File: config.mk
export PLATFORM = sky130hd
export DESIGN_NAME = rgb_to_hsl_converter_core
export DESIGN_NICKNAME = d
export VERILOG_FILES = /design/src/design/rhc_pkg.sv /design/src/design/rgb_to_hsl_converter_core.sv
export SDC_FILE = /design/constraint.sdc
export NUM_CORES = 2
export LEC_CHECK = 0
export BUFFER_PORTS_ARGS = -buffer_cell sky130_fd_sc_hd__buf_2
export CORE_ASPECT_RATIO = 0.6
export CORE_MARGIN = 4
export CORE_UTILIZATION = 40
export CTS_BUF_LIST = sky130_fd_sc_hd__clkbuf_8
export CTS_CLUSTER_DIAMETER = 30
export CTS_CLUSTER_SIZE = 28
export DETAILED_ROUTE_END_ITERATION = 10
export REMOVE_ABC_BUFFERS = 1
export SETUP_SLACK_MARGIN = 0.15
export SLEW_MARGIN = 30
export SYNTH_ARGS = -nofsm -noshare
export SYNTH_HDL_FRONTEND = slang
export SYNTH_SLANG_ARGS = --single-unit
File: constraint.sdc
create_clock -name clock -period 16.89 [get_ports clock]
set_clock_uncertainty 0.05 [all_clocks]
set_input_delay 1.689 -clock clock [delete_from_list [all_inputs] [get_ports clock]]
set_output_delay 1.689 -clock clock [all_outputs]
set_load 0.01 [all_outputs]
File: src/design/rhc_pkg.sv
package rhc_pkg;

   localparam int ChanW  = 8;
   localparam int OutW   = 16;
   localparam int QuotW  = 17;
   localparam int DivW   = 12;
   localparam int NumW   = 11;
   localparam int SumW   = 9;
   localparam int DivSteps = QuotW;

   typedef struct packed {
      logic [DivW-1:0]  rem;
      logic [QuotW-1:0] num;
      logic [DivW-1:0]  div;
   } lane_type;

   // one restoring step: shift in the next numerator bit, subtract if it fits
   function automatic lane_type div_step(lane_type l);
      logic [DivW:0] trial;
      lane_type      o;
      trial = {l.rem, l.num[QuotW-1]};
      o = l;
      if (trial >= {1'b0, l.div}) begin
         o.rem = DivW'(trial - {1'b0, l.div});
         o.num = {l.num[QuotW-2:0], 1'b1};
      end else begin
         o.rem = trial[DivW-1:0];
         o.num = {l.num[QuotW-2:0], 1'b0};
      end
      return o;
   endfunction

endpackage

File: src/design/rgb_to_hsl_converter_core.sv
// RGB to HSL pixel converter. One pixel can enter every clock while the result
// side does not stall. Two stages find max, min, sector and the rounding terms;
// seventeen stages of restoring division, one quotient bit each, form hue and
// saturation together. A stall holds only the stages that are full, so bubbles
// close up.
module rgb_to_hsl_converter_core import rhc_pkg::*; (
   input  logic            clock,
   input  logic            reset,
   input  logic            req_valid,
   output logic            req_stall,
   input  logic [ChanW-1:0] req_red_in,
   input  logic [ChanW-1:0] req_green_in,
   input  logic [ChanW-1:0] req_blue_in,
   output logic            rsp_valid,
   input  logic            rsp_stall,
   output logic [OutW-1:0] rsp_hue_out,
   output logic [OutW-1:0] rsp_saturation_out,
   output logic [OutW-1:0] rsp_lightness_out
);

   // front stage
   logic               vld1_ff;
   logic [ChanW-1:0]   d1_ff, den1_ff;
   logic [SumW-1:0]    sum1_ff;
   logic [NumW-1:0]    n1_ff;
   logic               grey1_ff;
   logic [ChanW-1:0]   mx, mn, d_in, den_in;
   logic [SumW-1:0]    sum_in;
   logic signed [NumW+1:0] n_raw, n_fix;
   logic               en1;

   // division stages, index 0 is the set-up stage
   logic               vld_ff  [0:DivSteps];
   lane_type           hue_ff  [0:DivSteps];
   lane_type           sat_ff  [0:DivSteps];
   logic [SumW-1:0]    sum_ff  [0:DivSteps];
   logic               grey_ff [0:DivSteps];
   logic               en      [0:DivSteps];
   lane_type           hue_in, sat_in;
   logic [27:0]        sat_num;
   logic [16:0]        light;

   always_comb begin
      mx = req_red_in;
      mn = req_red_in;
      if (req_green_in > mx) mx = req_green_in;
      if (req_blue_in > mx)  mx = req_blue_in;
      if (req_green_in < mn) mn = req_green_in;
      if (req_blue_in < mn)  mn = req_blue_in;
      d_in   = mx - mn;
      sum_in = {1'b0, mx} + {1'b0, mn};
      den_in = (sum_in < SumW'(255)) ? sum_in[ChanW-1:0] : ChanW'(SumW'(510) - sum_in);
      if (req_red_in >= mx)
         n_raw = $signed({5'd0, req_green_in}) - $signed({5'd0, req_blue_in});
      else if (req_green_in >= mx)
         n_raw = $signed({4'd0, d_in, 1'b0}) + $signed({5'd0, req_blue_in})
               - $signed({5'd0, req_red_in});
      else
         n_raw = $signed({3'd0, d_in, 2'b0}) + $signed({5'd0, req_red_in})
               - $signed({5'd0, req_green_in});
      // wrap a negative hue by one full turn
      n_fix = n_raw;
      if (n_raw < 0)
         n_fix = n_raw + $signed({3'd0, d_in, 2'b0}) + $signed({4'd0, d_in, 1'b0});
   end

   assign en1       = !vld1_ff || en[0];
   assign req_stall = !en1;

   always_ff @(posedge clock) begin
      if (reset) begin
         vld1_ff <= 1'b0;
      end else if (en1) begin
         vld1_ff <= req_valid;
      end
      if (en1) begin
         d1_ff    <= d_in;
         den1_ff  <= den_in;
         sum1_ff  <= sum_in;
         n1_ff    <= n_fix[NumW-1:0];
         grey1_ff <= (d_in == '0);
      end
   end

   // rounded quotient as floor((2N + D) / 2D)
   always_comb begin
      sat_num     = {3'd0, d1_ff, 17'd0} - {19'd0, d1_ff, 1'b0} + {20'd0, den1_ff};
      hue_in.rem  = {1'b0, n1_ff};
      hue_in.num  = {8'd0, d1_ff, 1'b0} + {7'd0, d1_ff, 2'b0};
      hue_in.div  = {2'd0, d1_ff, 2'b0} + {1'b0, d1_ff, 3'b0};
      sat_in.rem  = {1'b0, sat_num[27:17]};
      sat_in.num  = sat_num[16:0];
      sat_in.div  = {3'd0, den1_ff, 1'b0};
   end

   assign en[DivSteps] = !vld_ff[DivSteps] || !rsp_stall;

   genvar k;
   generate
      for (k = 0; k < DivSteps; k++) begin : g_en
         assign en[k] = !vld_ff[k] || en[k+1];
      end
   endgenerate

   always_ff @(posedge clock) begin
      if (reset) begin
         vld_ff[0] <= 1'b0;
      end else if (en[0]) begin
         vld_ff[0] <= vld1_ff;
      end
      if (en[0]) begin
         hue_ff[0]  <= hue_in;
         sat_ff[0]  <= sat_in;
         sum_ff[0]  <= sum1_ff;
         grey_ff[0] <= grey1_ff;
      end
   end

   generate
      for (k = 1; k <= DivSteps; k++) begin : g_div
         always_ff @(posedge clock) begin
            if (reset) begin
               vld_ff[k] <= 1'b0;
            end else if (en[k]) begin
               vld_ff[k] <= vld_ff[k-1];
            end
            if (en[k]) begin
               hue_ff[k]  <= div_step(hue_ff[k-1]);
               sat_ff[k]  <= div_step(sat_ff[k-1]);
               sum_ff[k]  <= sum_ff[k-1];
               grey_ff[k] <= grey_ff[k-1];
            end
         end
      end
   endgenerate

   assign light              = {8'd0, sum_ff[DivSteps]} + {sum_ff[DivSteps], 8'd0} + 17'd1;
   assign rsp_valid          = vld_ff[DivSteps];
   assign rsp_hue_out        = grey_ff[DivSteps] ? '0 : hue_ff[DivSteps].num[OutW-1:0];
   assign rsp_saturation_out = grey_ff[DivSteps] ? '0 : sat_ff[DivSteps].num[OutW-1:0];
   assign rsp_lightness_out  = light[16:1];

   a_idle_accepts: assert property (@(posedge clock) disable iff (reset)
      !vld_ff[DivSteps] |-> !req_stall)
      else $error("input stalled while result stage empty");

   a_hold_front: assert property (@(posedge clock) disable iff (reset)
      vld1_ff && !en1 |=> vld1_ff)
      else $error("front stage lost an item");

   a_colour_sat: assert property (@(posedge clock) disable iff (reset)
      rsp_valid && !grey_ff[DivSteps] |-> rsp_saturation_out != '0)
      else $error("zero saturation for a coloured pixel");

   a_stall_holds_tail: assert property (@(posedge clock) disable iff (reset)
      vld_ff[DivSteps] && rsp_stall |=> vld_ff[DivSteps])
      else $error("result dropped under stall");

endmodule

==> reports/results.tsv <==
metric	value	unit
status	finished clean	
core area	0.1532	sq mm
Die X-Extent	515.6	microns
total iterations of the first detailed-routing run	7	
initial antenna violation count	7	
Reg clk slew, reported paths	0.09	ns
CP Buf/Inv Count	4	
CTS Sinks	1288	
final setup fails	0	
GPL Wtd Cong	0.8772	
Synth Register Bits	1288	
WL final	128.4	mm
# Post-CTS Setup Buffers	0	
Critical Path RT	17.45	ns
period utilization	68.80	%
routed wl met3	9.946	mm
delay-heaviest family, CP	compound AO/OA/AOI/OAI gates	
largest net degree at the start of global routing	71	
DRT met1 WL	72.91	mm
antenna viol nets, final	0	
CTS max path bufs	3	
latest clock arrival within the worst-skew pair	0.89	ns
first-pass GRT wire length	200.5	mm
post-synthesis async set-or-reset flop share	0	%
Max Freq	0.08606	GHz
Worst Path Max Fanout	19	
vias in the first global route	33730	
crit end category	register	
area delta synth->final	11.95	%
vias per inst	4.970	
hold crit path type	reg2reg	
Max-slew headroom	32.50	%
multi-input logic area	0.02077	sq mm
WL met2	43.50	mm
Nets	5419	
CTS buffer count	184	
H-Tree Depth	4	
row count	111	
mapped cell area	0.06184	sq mm
WS Path Type	in2reg	
Cell Count, Final, Fillers Out	7110	
final hold viol count	0	
synth unique cells	76	
Critical Path Source Type	input port	
slowest cell delay on critical path	0.59	ns
Slew Viols, Final	0	
slowest stage cell, crit path	xnor2_1	
# port buffers	77	
I/O pin cnt	78	
syn_area_per_cell	13.24	sq um
Initial Utilization	40.37	%
Sum Neg Setup Slack	0	ns
top cell type's share of synthesized area	62.49	%
grt ovf	0	
routed vias	35330	
unrepaired setup endpoints after global routing	no	
dominant synthesized flop cell	edfxtp_1	
largest area contributor in the netlist	edfxtp_1	
CTS root buffer	clkbuf_8	
Wirelength per Cell	18.06	microns
Reg area	0.03867	sq mm
Hold Buf Count CTS	0	
CTS tree	yes	
final critical-path required period	11.62	ns
Die ar.	0.1612	sq mm
Initial DRC Count	3262	
EDFF count, synth	1287	
Synthesis Warnings	0	
CP dominant cell by count	ha_1	
Tot GR Track Use	16.04	%
Layout fillers	13680	
Worst EP arrival	12.18	ns
placed instance count	6755	
post-synthesis cell count	4671	
Max-Cap Viols	0	
worst-margin pin slew	1.005	ns
synth top area cells	edfxtp_1 62%, ha_1 8.6%, inv_1 3.7%, xnor2_1 2.7%, mux2_2 2.3%	
Design Area, Final	0.06924	sq mm
DR DRC count	0	
DR top layer	met4	
hpwl dp	95.65	mm
cts repair resizes	0	
sequential share of the synthesized area	62.52	%
Post-DP Area	0.06484	sq mm
layout cells sized above 1	12.23	%
DIE HEIGHT	312.6	microns
synth_stat cells, types with 31 or more instances:
| master | number |
|---|---|
| nand4_1 | 77 |
| o21bai_1 | 31 |
| a21boi_0 | 67 |
| o21ai_0 | 180 |
| ha_1 | 424 |
| mux2_2 | 129 |
| xor2_1 | 87 |
| nand2b_1 | 94 |
| mux2i_1 | 39 |
| nor2b_1 | 127 |
| nand2_1 | 118 |
| a21o_1 | 82 |
| a21oi_1 | 269 |
| fa_1 | 58 |
| nand3_1 | 58 |
| xnor2_1 | 192 |
| edfxtp_1 | 1287 |
| clkbuf_1 | 39 |
| nor2_1 | 382 |
| inv_1 | 610 |
| nor3_1 | 52 |
per-stage QoR:
stage / hold WS (ns) / worst slack (ns) / utilization, %
floorplan: 0.3503 / 6.383 / -
global placement: 0.3506 / 4.363 / 42.32
detailed placement: 0.3545 / 4.611 / 42.33
CTS: 0.3006 / 5.615 / 45.14
global route: 0.3014 / 4.513 / 45.19
finish: 0.3290 / 5.270 / 45.20
worst paths after layout:
check / startpoint / to / slack (ns) / depth (start not counted)
setup / recovery: req_red_in[5] / n1_ff[10] / 5.27 / 40
hold / removal: grey_ff[0] / grey_ff[1] / 0.33 / 0
setup reg to reg: vld_ff[17] / sat_ff[0][5] / 12.58 / 11
hold reg to reg: grey_ff[0] / grey_ff[1] / 0.33 / 0
logic make-up after synthesis:
kind of cell | share of synthesized area (%)
AO/OA/AOI/OAI | 7.536
other | 0.006064
AND/OR/NAND/NOR | 8.420
XOR/XNOR | 3.951
adder cells (fa/ha/maj) | 10.46
multiplexers | 3.053
flip-flops | 62.52
buffers and inverters | 4.052
metal layers:
layer / GRT usage, % / vias up
li1: - / 17340
met4: 3.904 / 0
met2: 18.37 / 990
met3: 3.926 / 167
met5: 0 / -
met1: 28.31 / 16840
worst register-to-register path, stage by stage, from the launching register on:
cell	delay [ns]
edfxtp_1	0.39
and3_1	0.38
clkinv_2	0.32
nor2_1	0.28
and2_1	0.35
inv_2	0.33
nor2_1	0.28
and2_1	0.41
and3_1	0.33
and3_1	0.31
nand2_2	0.09
buf_4	0.33
cell type report:
class | count | share of cell area (%)
Antenna cell | 5 | 0.01807
Multi-Input combinational cell | 2718 | 30.00
Tap cell | 2034 | 3.676
Sequential cell | 1288 | 55.85
Clock buffer | 185 | 3.678
Clock inverter | 163 | 2.541
Timing Repair Buffer | 104 | 0.9072
Inverter | 613 | 3.327
sequential cells by signal, indices dropped and copies added, names as in the netlist:
register and count:
d1_ff 8, den1_ff 7, grey1_ff 1, grey_ff 18, hue_ff 468, n1_ff 11
sat_ff 593, sum1_ff 8, sum_ff 155, vld1_ff 1, vld_ff 18
cell usage in the layout, fill, tap and decap left out, types with 23 or more instances in the layout:
master | Yosys | final
a21oi_1 | 269 | 269
a21boi_0 | 67 | 67
inv_1 | 610 | 610
ha_1 | 424 | 424
nand4_1 | 77 | 77
nand2b_1 | 94 | 94
mux2_2 | 129 | 129
clkbuf_8 | 0 | 185
inv_6 | 0 | 38
xnor2_1 | 192 | 191
xor2_1 | 87 | 86
o21bai_1 | 31 | 31
nand2_1 | 118 | 111
buf_2 | 7 | 77
nand3_1 | 58 | 54
a21o_1 | 82 | 82
buf_4 | 0 | 23
nor2b_1 | 127 | 127
fa_1 | 58 | 58
edfxtp_1 | 1287 | 1287
o31ai_1 | 23 | 23
nor2_1 | 382 | 379
o21ai_0 | 180 | 180
mux2i_1 | 39 | 39
nor3_1 | 52 | 52
Power is not shown: default switching activity piles up to over one toggle a cycle in this logic, so the estimate is an artifact.
